### config.mk
export PLATFORM = sky130hd
export DESIGN_NAME = text_encoding_detector_unit
export DESIGN_NICKNAME = d
export VERILOG_FILES = /design/src/hw/rtl/ted_pkg.sv /design/src/hw/rtl/ted_utf8.sv /design/src/hw/rtl/ted_stats.sv /design/src/hw/rtl/text_encoding_detector_unit.sv
export SDC_FILE = /design/constraint.sdc
export NUM_CORES = 1
export LEC_CHECK = 0
export ABC_AREA = 1
export BUFFER_PORTS_ARGS = -buffer_cell sky130_fd_sc_hd__clkbuf_2
export CAP_MARGIN = 10
export CORE_MARGIN = 2
export CORE_UTILIZATION = 50
export DETAILED_ROUTE_END_ITERATION = 7
export GPL_ROUTABILITY_DRIVEN = 0
export PLACE_DENSITY = 0.66
export RECOVER_POWER = 100
export SLEW_MARGIN = 20
export SYNTH_ARGS = -nofsm -noshare
export SYNTH_HDL_FRONTEND = slang
export SYNTH_SLANG_ARGS = --single-unit
export TNS_END_PERCENT = 20
### constraint.sdc
create_clock -name aclk -period 4.02 [get_ports aclk]
set_input_delay 0.804 -clock aclk [delete_from_list [all_inputs] [get_ports aclk]]
set_output_delay 0.804 -clock aclk [all_outputs]
set_load 0.02 [all_outputs]
### src/hw/rtl/ted_pkg.sv
// types and constants of the text encoding detector
`default_nettype none

package ted_pkg;

    // byte count limit and counter width
    localparam int unsigned MAX_BYTES = 16777216;
    localparam int unsigned CNT_W     = $clog2(MAX_BYTES + 1);
    localparam int unsigned HEAD_W    = 24;

    typedef logic [CNT_W-1:0] cnt_t;

    // byte order marks
    localparam logic [7:0] BOM8_B0  = 8'hEF;
    localparam logic [7:0] BOM8_B1  = 8'hBB;
    localparam logic [7:0] BOM8_B2  = 8'hBF;
    localparam logic [7:0] BOM16_FF = 8'hFF;
    localparam logic [7:0] BOM16_FE = 8'hFE;

    // lead byte codes
    localparam logic [7:0] ASCII_END = 8'h80;
    localparam logic [7:0] LEAD2_LO  = 8'hC2;
    localparam logic [7:0] LEAD2_HI  = 8'hDF;
    localparam logic [7:0] LEAD_E0   = 8'hE0;
    localparam logic [7:0] LEAD3_HI  = 8'hEF;
    localparam logic [7:0] LEAD_ED   = 8'hED;
    localparam logic [7:0] LEAD_F0   = 8'hF0;
    localparam logic [7:0] LEAD_F4   = 8'hF4;

    // continuation byte bounds
    localparam logic [7:0] CONT_LO   = 8'h80;
    localparam logic [7:0] CONT_HI   = 8'hBF;
    localparam logic [7:0] E0_LO     = 8'hA0;
    localparam logic [7:0] ED_HI     = 8'h9F;
    localparam logic [7:0] F0_LO     = 8'h90;
    localparam logic [7:0] F4_HI     = 8'h8F;

    // bound on the first continuation byte
    typedef enum logic [2:0] {
        RULE_ANY = 3'd0,
        RULE_E0  = 3'd1,
        RULE_ED  = 3'd2,
        RULE_F0  = 3'd3,
        RULE_F4  = 3'd4
    } rule_t;

    // result classes
    typedef enum logic [2:0] {
        CLS_UTF8     = 3'd0,
        CLS_UTF8_BOM = 3'd1,
        CLS_UTF16LE  = 3'd2,
        CLS_UTF16BE  = 3'd3,
        CLS_LOCAL    = 3'd4
    } cls_t;

    // per-item control to the state units
    typedef struct packed {
        logic take;   // item carries a byte and is processed now
        logic clear;  // item ends the file, state returns to reset
    } ctl_t;

    // statistics after the current item
    typedef struct packed {
        cnt_t              byte_total;
        cnt_t              nul_total;
        cnt_t              nul_odd_total;
        logic [HEAD_W-1:0] head;
        logic              overflow;
    } stats_t;

endpackage

`default_nettype wire

### src/hw/rtl/ted_utf8.sv
// strict utf-8 validator state and next-state logic
`default_nettype none

module ted_utf8
    import ted_pkg::*;
(
    input  wire logic       aclk,
    input  wire logic       aresetn,
    input  wire ctl_t       ctl,
    input  wire logic [7:0] byte_value,
    output logic            utf8_ok
);

    logic [1:0] pend_reg, pend_next;
    rule_t      rule_reg, rule_next;
    logic       ok_reg, ok_next;
    logic [7:0] lo;
    logic [7:0] hi;

    always_comb begin
        pend_next = pend_reg;
        rule_next = rule_reg;
        ok_next   = ok_reg;
        lo        = CONT_LO;
        hi        = CONT_HI;
        case (rule_reg)
            RULE_E0: lo = E0_LO;
            RULE_ED: hi = ED_HI;
            RULE_F0: lo = F0_LO;
            RULE_F4: hi = F4_HI;
            default: ;
        endcase
        if (ctl.take && ok_reg) begin
            if (pend_reg != 2'd0) begin
                if (byte_value < lo || byte_value > hi) begin
                    ok_next = 1'b0;
                end else begin
                    rule_next = RULE_ANY;
                    pend_next = pend_reg - 2'd1;
                end
            end else begin
                rule_next = RULE_ANY;
                if (byte_value < ASCII_END) begin
                    pend_next = 2'd0;
                end else if (byte_value >= LEAD2_LO && byte_value <= LEAD2_HI) begin
                    pend_next = 2'd1;
                end else if (byte_value == LEAD_E0) begin
                    pend_next = 2'd2;
                    rule_next = RULE_E0;
                end else if (byte_value == LEAD_ED) begin
                    pend_next = 2'd2;
                    rule_next = RULE_ED;
                end else if (byte_value > LEAD_E0 && byte_value <= LEAD3_HI) begin
                    pend_next = 2'd2;
                end else if (byte_value == LEAD_F0) begin
                    pend_next = 2'd3;
                    rule_next = RULE_F0;
                end else if (byte_value == LEAD_F4) begin
                    pend_next = 2'd3;
                    rule_next = RULE_F4;
                end else if (byte_value > LEAD_F0 && byte_value < LEAD_F4) begin
                    pend_next = 2'd3;
                end else begin
                    ok_next = 1'b0;
                end
            end
        end
    end

    // truncated sequences count as invalid
    assign utf8_ok = ok_next && (pend_next == 2'd0);

    always_ff @(posedge aclk) begin
        if (!aresetn || ctl.clear) begin
            pend_reg <= 2'd0;
            rule_reg <= RULE_ANY;
            ok_reg   <= 1'b1;
        end else begin
            pend_reg <= pend_next;
            rule_reg <= rule_next;
            ok_reg   <= ok_next;
        end
    end

endmodule

`default_nettype wire

### src/hw/rtl/ted_stats.sv
// byte and nul counters with the three head bytes
`default_nettype none

module ted_stats
    import ted_pkg::*;
(
    input  wire logic       aclk,
    input  wire logic       aresetn,
    input  wire ctl_t       ctl,
    input  wire logic [7:0] byte_value,
    output stats_t          stats
);

    stats_t st_reg, st_next;

    always_comb begin
        st_next = st_reg;
        if (ctl.take) begin
            if (st_reg.byte_total == CNT_W'(MAX_BYTES)) begin
                st_next.overflow = 1'b1;
            end else begin
                case (st_reg.byte_total)
                    CNT_W'(0): st_next.head[7:0]   = byte_value;
                    CNT_W'(1): st_next.head[15:8]  = byte_value;
                    CNT_W'(2): st_next.head[23:16] = byte_value;
                    default:   ;
                endcase
                if (byte_value == 8'h00) begin
                    st_next.nul_total = st_reg.nul_total + CNT_W'(1);
                    if (st_reg.byte_total[0]) begin
                        st_next.nul_odd_total = st_reg.nul_odd_total + CNT_W'(1);
                    end
                end
                st_next.byte_total = st_reg.byte_total + CNT_W'(1);
            end
        end
    end

    assign stats = st_next;

    always_ff @(posedge aclk) begin
        if (!aresetn || ctl.clear) begin
            st_reg <= '0;
        end else begin
            st_reg <= st_next;
        end
    end

endmodule

`default_nettype wire

### src/hw/rtl/text_encoding_detector_unit.sv
// top level of the text encoding detector
`default_nettype none

// Classifies a file streamed in one byte per transaction as utf-8, utf-8
// with bom, utf-16le, utf-16be or local 8-bit, and reports strict utf-8
// validity and byte count saturation. A new input transaction can be taken
// every clock cycle while no file end waits for the result slot. A
// transaction with tlast set yields exactly one result transaction, held
// in the input register and then in the result register; earlier
// transactions yield none. While a result waits for m_tready, a file end
// waits in the input register and s_tready stays low until the result slot
// frees. The rate holds because the running counters and the validator
// state update combinationally between the input register and the result
// register. s_tuser marks whether s_tdata carries a byte; a transaction with
// s_tuser low and s_tlast high reports the bytes seen so far (an empty file
// is utf-8). Counters stop at 16777216 bytes; a byte arriving after that
// raises the overflow bit and still goes through the validator.
// Reset is synchronous and active low; after each result the validator and
// counter state returns to its reset value for the next file.

module text_encoding_detector_unit
    import ted_pkg::*;
(
    input  wire logic       aclk,
    input  wire logic       aresetn,
    // input channel
    input  wire logic       s_tvalid,
    output logic            s_tready,
    input  wire logic [7:0] s_tdata,   // [7:0] byte_value
    input  wire logic       s_tuser,   // [0] has_byte
    input  wire logic       s_tlast,
    // result channel
    output logic            m_tvalid,
    input  wire logic       m_tready,
    output logic [7:0]      m_tdata    // [2:0] encoding_class, [3] utf8_valid,
                                       // [4] length_overflow, [7:5] zero
);

    // input register
    logic       in_vld_reg;
    logic [7:0] in_byte_reg;
    logic       in_has_reg;
    logic       in_last_reg;

    // result register
    logic       out_vld_reg;
    cls_t       out_cls_reg;
    logic       out_valid_reg;
    logic       out_ovf_reg;

    logic       out_free;
    logic       adv;
    ctl_t       ctl;
    stats_t     stats;
    logic       utf8_ok;
    cls_t       cls;
    logic       nul_heavy;
    logic       nul_odd_half;

    // result slot can take a new result this cycle
    assign out_free = !out_vld_reg || m_tready;

    // items without tlast never wait on the result side
    assign adv      = in_vld_reg && (!in_last_reg || out_free);
    assign s_tready = !in_vld_reg || adv;

    assign ctl.take  = adv && in_has_reg;
    assign ctl.clear = adv && in_last_reg;

    always_ff @(posedge aclk) begin
        if (!aresetn) begin
            in_vld_reg <= 1'b0;
        end else if (s_tready) begin
            in_vld_reg <= s_tvalid;
        end
    end

    always_ff @(posedge aclk) begin
        if (s_tready && s_tvalid) begin
            in_byte_reg <= s_tdata;
            in_has_reg  <= s_tuser;
            in_last_reg <= s_tlast;
        end
    end

    ted_utf8 u_utf8 (
        .aclk       (aclk),
        .aresetn    (aresetn),
        .ctl        (ctl),
        .byte_value (in_byte_reg),
        .utf8_ok    (utf8_ok)
    );

    ted_stats u_stats (
        .aclk       (aclk),
        .aresetn    (aresetn),
        .ctl        (ctl),
        .byte_value (in_byte_reg),
        .stats      (stats)
    );

    // more than a quarter of the bytes are nul
    assign nul_heavy = (stats.nul_total != '0) &&
                       ({stats.nul_total, 2'b00} > {2'b00, stats.byte_total});

    // at least half of the nul bytes sit at odd positions
    assign nul_odd_half = {stats.nul_odd_total, 1'b0} >= {1'b0, stats.nul_total};

    // class priority: boms first, then empty file, nul share, validity
    always_comb begin
        if (stats.byte_total >= CNT_W'(3) && stats.head[7:0] == BOM8_B0 &&
            stats.head[15:8] == BOM8_B1 && stats.head[23:16] == BOM8_B2) begin
            cls = CLS_UTF8_BOM;
        end else if (stats.byte_total >= CNT_W'(2) && stats.head[7:0] == BOM16_FF &&
                     stats.head[15:8] == BOM16_FE) begin
            cls = CLS_UTF16LE;
        end else if (stats.byte_total >= CNT_W'(2) && stats.head[7:0] == BOM16_FE &&
                     stats.head[15:8] == BOM16_FF) begin
            cls = CLS_UTF16BE;
        end else if (stats.byte_total == '0) begin
            cls = CLS_UTF8;
        end else if (nul_heavy) begin
            cls = nul_odd_half ? CLS_UTF16LE : CLS_UTF16BE;
        end else if (utf8_ok) begin
            cls = CLS_UTF8;
        end else begin
            cls = CLS_LOCAL;
        end
    end

    always_ff @(posedge aclk) begin
        if (!aresetn) begin
            out_vld_reg <= 1'b0;
        end else if (ctl.clear) begin
            out_vld_reg <= 1'b1;
        end else if (m_tready) begin
            out_vld_reg <= 1'b0;
        end
    end

    always_ff @(posedge aclk) begin
        if (ctl.clear) begin
            out_cls_reg   <= cls;
            out_valid_reg <= utf8_ok;
            out_ovf_reg   <= stats.overflow;
        end
    end

    assign m_tvalid = out_vld_reg;
    assign m_tdata  = {3'b000, out_ovf_reg, out_valid_reg, out_cls_reg};

endmodule

`default_nettype wire

==> key figures, run 1 <==
Critical path
  – Worst path arrival time: 4.04 ns
  – CP startpoint kind: flop
  – Crit Path Category: reg2reg
  – CP Max Fanout: 8
  – Crit path launch: u_stats.st_reg[76]
  – Reg-to-reg startpoint: u_stats.st_reg[76]
  – Critical Path RT: 4.32 ns
  – Critical Path End Type: flop
  – Reg-to-reg slack, setup: approximately 0.28 ns

Power
  – Lkg Pwr: ~4.3 nW
  – Cell-internal power: 0.00222 W
  – Sequential fraction of design power: between 40% and 50%
  – Power share of the combinational group: under 10%
  – Clk pwr share: around half
  – Maximum vdd drop: approximately 0.00028 V
  – Power per cell area: between 300 and 400 mW/mm^2
  – Sw Ratio: between 20 and 30%
  – Sw power: 0.000854 W

STA
  – Hold Slack: around 0.46 ns
  – Final worst-path cycle share: between 90 and 100%
  – RSZ-0062 raised after global routing: false
  – Setup_tns: 0 ns
  – Worst Skew: roughly 0.010 ns
  – Slew HR: -81.4%
  – Final min period: around 3.7 ns
  – Worst Tran Pin Value: between 2 and 3 ns
  – Final WS setup: roughly 0.28 ns
  – Final setup violation count: 0
  – Final Slew Violations: between 70 and 80
  – Final hold violation count: 0
  – Fmax: 0.268 GHz

Clock network
  – Root buffer cell: clkbuf_16
  – H-tree levels: 4
  – CTS buffer count: 17
  – CTS tree: built
  – Sink Count: roughly 120
  – Worst-Skew Late Latency: approximately 0.43 ns
  – Worst-path clk slew: approximately 0.060 ns
  – Longest Clk Path Bufs: 2

Finish
  – Layout cells sized above 1: 11.2%
  – Final Instance Area: about 0.0093 mm^2
  – Max FFs per register: 100
  – Layout Utilization: 56.9%
  – Nets@finish: around 1.3k
  – Layout filler cell count: around 1.6k
  – Antenna diodes: 0
  – Synth-to-layout area growth: 12.5%

Drt
  – 1st-iter DRT viols: 628
  – Drc violations: 0
  – Pre-Repair DR Iteration Count: 7
  – DR vias: slightly below 8k
  – WL final: 21600 um
  – Post-DRT Antenna Nets: 0
  – Wirelength per Cell: ~15 um
  – Vias per inst: roughly 5.2

Logic synthesis
  – Async SR Flop Fraction: 0%
  – Synthesized area: approximately 0.0083 mm^2
  – Synth Area per Inst: roughly 7 um^2
  – Seq/Total Area, Yosys: between 30% and 40%
  – Cells after Synth: ~1.2k
  – Post-synth EDFFs: 15
  – Most used flip-flop cell after synthesis: dfxtp_1
  – Synth unique cells: ~50
  – YS warnings: 0
  – Yosys reg bits: between 100 and 150

Flow run
  – Max Cap Violations: 1

Die
  – Die area: about 0.018 mm^2
  – Ports: 24
  – Initial Util: 50.6%
  – Die H: 133 um
  – # rows: 47
  – Core Footprint: roughly 0.016 mm^2
  – Die X: 133 um

Status
  – Run status: finished, violations left
  – Failing checks: capacitance limit, slew limit

Global route
  – GR Overflow Total: 0
  – Vias in the first global route: between 7k and 8k
  – Initial antenna violation count: 0
  – Pin count of the biggest net entering global routing: just under 80
  – First-pass GRT wire length: 35500 um
  – GR Util All Layers: about 25%

Place
  – IO buf count: 20
  – Area post-placement: a little under 0.009 mm^2
  – Setup WS pre-CTS: around 0.23 ns
  – Dpl hpwl: 16800 um

Worst hold path
  – Hold WC Path Type: reg2reg
  – HP Start: u_stats.st_reg[0]
-- through the flow --
step | power (W) | cells
2_1_floorplan | 0.00147 | 1214
3_3_place_gp | 0.00153 | 1454
3_5_place_dp | 0.00154 | 1454
4_1_cts | 0.00309 | 1486
5_1_grt | 0.00318 | 1488
6_report | 0.00307 | 1488
-- kinds of logic after synthesis --
| family | count (synthesis) | share of synthesized area (%) |
|---|---|---|
| XOR/XNOR | 42 | 5.27 |
| multiplexers | 8 | 0.969 |
| AO/OA/AOI/OAI | 100 | 6.75 |
| AND/OR/NAND/NOR | 668 | 36.3 |
| other | 1 | 0.0454 |
| buffers and inverters | 214 | 10.6 |
| flip-flops | 123 | 31.6 |
| adder cells (fa/ha/maj) | 56 | 8.47 |
-- cell usage after synthesis (12+ instances only) --
master	count	area (um^2)
nand2_1	250	938
nor2_1	218	818
inv_1	173	649
dfxtp_1	108	2160
nand3_1	67	335
ha_1	56	701
a21oi_1	47	235
nand4_1	41	257
nor3_1	31	155
xor2_1	30	263
o21ai_0	24	120
edfxtp_1	15	450
inv_2	13	48.8
clkbuf_1	12	45.0
-- worst paths after layout --
path | endpoint | cells past startpoint
min reg2reg | u_stats.st_reg[0] | 2
max | out_cls_reg[0] | 22
max reg2reg | out_cls_reg[0] | 22
min | u_stats.st_reg[0] | 2
-- layout make-up --
type | count | area (um^2) | area share [%]
Sequential cell | 123 | 2610 | 28.1
Clock buffer | 17 | 425 | 4.57
Clock inverter | 15 | 168 | 1.80
Timing Repair Buffer | 49 | 317 | 3.40
Multi-Input combinational cell | 877 | 4800 | 51.6
Inverter | 187 | 702 | 7.55
Tap cell | 220 | 275 | 2.96
-- critical path, cell delays in order (launching register included) --
cell and delay [ns]:
dfxtp_1 0.35, inv_1 0.11, ha_1 0.20, inv_1 0.05
nor2_1 0.12, nand2_1 0.10, nor2_1 0.13, nand2_1 0.28
nand3_1 0.25, xor2_1 0.36, inv_1 0.12, ha_1 0.33
a21oi_1 0.15, nor2_1 0.05, a211oi_1 0.18, o221ai_1 0.14
a21oi_1 0.18, nor2_1 0.07, nor2_1 0.17, nand4_1 0.11
nand2_1 0.06, nand2_1 0.05, nand2_1 0.05
-- power groups by stage --
stage / Sequential (W) / Clock (W) / Combinational, W
floorplan: 0.00130 / 0 / 0.000162
finish: 0.00128 / 0.00156 / 0.000232
global placement: 0.00130 / 0 / 0.000228
CTS: 0.00128 / 0.00158 / 0.000232
detailed placement: 0.00130 / 0 / 0.000231
global route: 0.00128 / 0.00164 / 0.000260
-- per-layer routing --
metal | track usage [%] | wire length (um)
met1 | 35.8 | 10400
met2 | 39.6 | 9580
met3 | 4.87 | 1370
met4 | 6.63 | 282
met5 | 0 | 0
-- cell usage in the layout (no fill, tap or decap), drive strengths merged, types with 7 or more instances in the layout --
| master | count |
|---|---|
| nand3 | 74 |
| buf | 27 |
| nand4 | 41 |
| mux2i | 8 |
| edfxtp | 15 |
| nor2 | 234 |
| dfxtp | 108 |
| inv | 197 |
| xor2 | 36 |
| nand2 | 260 |
| nand3b | 7 |
| ha | 56 |
| o21ai | 32 |
| nor3 | 37 |
| clkbuf | 39 |
| a21oi | 47 |
| or2 | 7 |
-- timing repair --
item / in CTS / in global routing
setup buffers: 0 / 2
hold buffers: 0 / 0
resized for setup: 0 / 3
setup endpoints to repair: 0 / 3
(Power assumes the default switching activity.)
==> inputs of run 2 (changes only) <==
--- a/config.mk
+++ b/config.mk
@@ -8,6 +8,7 @@
 export ABC_AREA = 1
 export BUFFER_PORTS_ARGS = -buffer_cell sky130_fd_sc_hd__clkbuf_2
 export CAP_MARGIN = 10
+export CORE_ASPECT_RATIO = 0.75
 export CORE_MARGIN = 2
 export CORE_UTILIZATION = 50
 export DETAILED_ROUTE_END_ITERATION = 7
==> run 2 against run 1 <==
Against the previous run:
- the run still ends with capacitance limit, slew limit left
- first-iteration DRC count grew 46%
- global-route usage grew 1.2 points
- routed wire length grew 3.6%
- die area is essentially flat
- clock skew grew 0.0018 ns
- via count grew 0.38%
==> key figures, run 2 (synthesized netlist as in run 1, its figures left out) <==
Clock network
  – Sink Count: between 100 and 150
  – H-tree levels: 4
  – Root buffer cell: clkbuf_16
  – CTS tree: built
  – CTS buffer count: 17
  – Worst-path clk slew: about 0.06 ns
  – Longest Clk Path Bufs: 2
  – Worst-Skew Late Latency: between 0.4 and 0.5 ns

Global route
  – GR Util All Layers: roughly a quarter
  – Pin count of the biggest net entering global routing: 76
  – First-pass GRT wire length: between 30000 and 40000 um
  – Initial antenna violation count: 0
  – Vias in the first global route: 6873
  – GR Overflow Total: 0

Drt
  – Pre-Repair DR Iteration Count: 6
  – WL final: 22400 um
  – Post-DRT Antenna Nets: 0
  – Drc violations: 0
  – DR vias: 7713
  – 1st-iter DRT viols: 919
  – Wirelength per Cell: around 15 um
  – Vias per inst: between 5 and 6

Status
  – Run status: finished, violations left
  – Failing checks: capacitance limit, slew limit

Worst hold path
  – HP Start: u_stats.st_reg[0]
  – Hold WC Path Type: reg2reg
  – Hold depth: 2
  – Hold worst-path end: u_stats.st_reg[0]

Flow run
  – Max Cap Violations: 1

Critical path
  – Critical Path RT: between 4 and 5 ns
  – Reg-to-reg slack, setup: 0.29 ns
  – CP peak stage delay: around 0.48 ns
  – Reg-to-reg startpoint: in_byte_reg[1]
  – Worst path arrival time: 4.02 ns
  – Critical Path End Type: flop
  – Crit Path Category: reg2reg
  – Crit path cell chain: nor2_4, nand2_1, nor3_2, nand4_1, nor2_1, nand2_1, nand2_1, inv_2, ha_1, a21oi_1, nor2_1, a211oi_1, o221ai_1, nand3_1, nand2_1, nor2_1, nand4_1, nand2_1, nand2_1, nand2_1
  – CP Max Fanout: 5
  – CP startpoint kind: flop
  – Family with the most delay on the worst path: simple AND/OR/NAND/NOR gates
  – CP Buf/Inv Count: 1
  – Critical R2R Capture: out_cls_reg[0]
  – Worst path slowest cell: edfxtp_1
  – Most common cell on crit path: nand2_1
  – R2R depth: 20

Finish
  – Layout filler cell count: approximately 1.5k
  – Max FFs per register: 100
  – Finished Layout Cells: between 1k and 1.5k
  – Layout cells sized above 1: 11.9%
  – Commonest non-fill, non-tap cell in the layout: nand2_1
  – Antenna diodes: 0
  – Synth-to-layout area growth: 14.4%
  – Multi-input logic area: roughly 0.0048 mm^2
  – Most frequent cells in the layout: nand2_1 (248), nor2_1 (215), inv_1 (174)
  – Nets@finish: roughly 1.3k
  – Flip-flop and latch area: 0.00261 mm^2

Power
  – Cell-internal power: around 0.0025 W
  – Maximum vdd drop: 0.000381 V
  – Sw Ratio: approximately a quarter
  – Final total power: around 0.0033 W
  – Sw power: ~0.00080 W
  – Power per cell area: between 300 and 400 mW/mm^2
  – Sequential fraction of design power: about 39%
  – Clk pwr share: approximately 54%
  – Power share of the combinational group: under 10%
  – Lkg Pwr: roughly 4.3 nW

Die
  – Core Footprint: ~0.016 mm^2
  – Die X: about 150 um
  – Ports: 24
  – Initial Util: between 50% and 60%
  – # rows: 40
  – Die area: around 0.018 mm^2
  – Die H: around 120 um

Place
  – Setup WS pre-CTS: 0.121 ns
  – IO buf count: 20
  – Dpl hpwl: 17400 um
  – Placed Cells: about 1.4k

STA
  – Worst Tran Pin Value: approximately 2.7 ns
  – Final Slew Violations: 76
  – Fmax: between 0.2 and 0.3 GHz
  – Slew HR: -82.5%
  – Final min period: 3.73 ns
  – Final hold violation count: 0
  – Final WS setup: about 0.29 ns
  – Worst Skew: approximately 0.012 ns
  – Final worst-path cycle share: 92.8%
  – Final setup violation count: 0
==> run 2: worst max-delay path by stage <==
stage,cells past startpoint,slack [ns],end,startpoint
after floorplan,25,0.44,out_cls_reg[0],m_tready
after global placement,22,0.17,out_cls_reg[0],u_stats.st_reg[76]
after detailed placement,24,0.12,out_cls_reg[0],m_tready
after CTS,22,0.15,out_cls_reg[0],u_stats.st_reg[76]
after global routing,24,-0.007,out_cls_reg[0],u_stats.st_reg[76]
final,20,0.29,out_cls_reg[0],in_byte_reg[1]
==> run 2: worst reg2reg max path: stages (launching register included) <==
cell	delay (ns)
edfxtp_1	0.48
nor2_4	0.19
nand2_1	0.12
nor3_2	0.36
nand4_1	0.36
nor2_1	0.24
nand2_1	0.07
nand2_1	0.11
inv_2	0.07
ha_1	0.31
a21oi_1	0.15
nor2_1	0.06
a211oi_1	0.23
o221ai_1	0.15
nand3_1	0.10
nand2_1	0.05
nor2_1	0.21
nand4_1	0.15
nand2_1	0.08
nand2_1	0.04
nand2_1	0.05
==> run 2: metrics by stage <==
stage	utilization (%)	hold slack [ns]	TNS, ns	cell area (um^2)
floorplan	-	0.436	0	8280
global placement	53.7	0.451	0	8660
detailed placement	53.7	0.452	0	8660
CTS	57.9	0.461	0	9330
global route	58.7	0.497	-0.00653	9460
finish	58.7	0.460	0	9460
==> run 2: routing by layer <==
layer  up-vias  track usage [%]  share of wire [%]
met5         -                0                  0
met4         0             5.62               0.79
met3        17             7.54                9.6
met2       278             33.9                 36
met1      3457             42.5                 54
li1       3961                -                  -
==> run 2: power by group through the flow <==
| stage | registers (W) | logic [W] | clock network [W] |
|---|---|---|---|
| after global placement | 0.00130 | 0.000235 | 0 |
| after CTS | 0.00128 | 0.000237 | 0.00180 |
| final | 0.00128 | 0.000246 | 0.00178 |
| after floorplan | 0.00130 | 0.000162 | 0 |
| after global routing | 0.00128 | 0.000273 | 0.00185 |
| after detailed placement | 0.00130 | 0.000236 | 0 |
==> run 2: area by class of cell <==
class,count,area share (%)
inverter,187,7.42
tap,210,2.78
timing repair buffer,53,3.82
multi-input combinational,877,51.2
sequential,123,27.6
clock buffer,18,4.54
clock inverter,14,2.58
==> run 2: repair_timing <==
item | CTS | global route
gates resized for setup | 0 | 13
endpoints found under the setup margin | 0 | 3
setup buffers | 0 | 10
hold buffers | 0 | 0
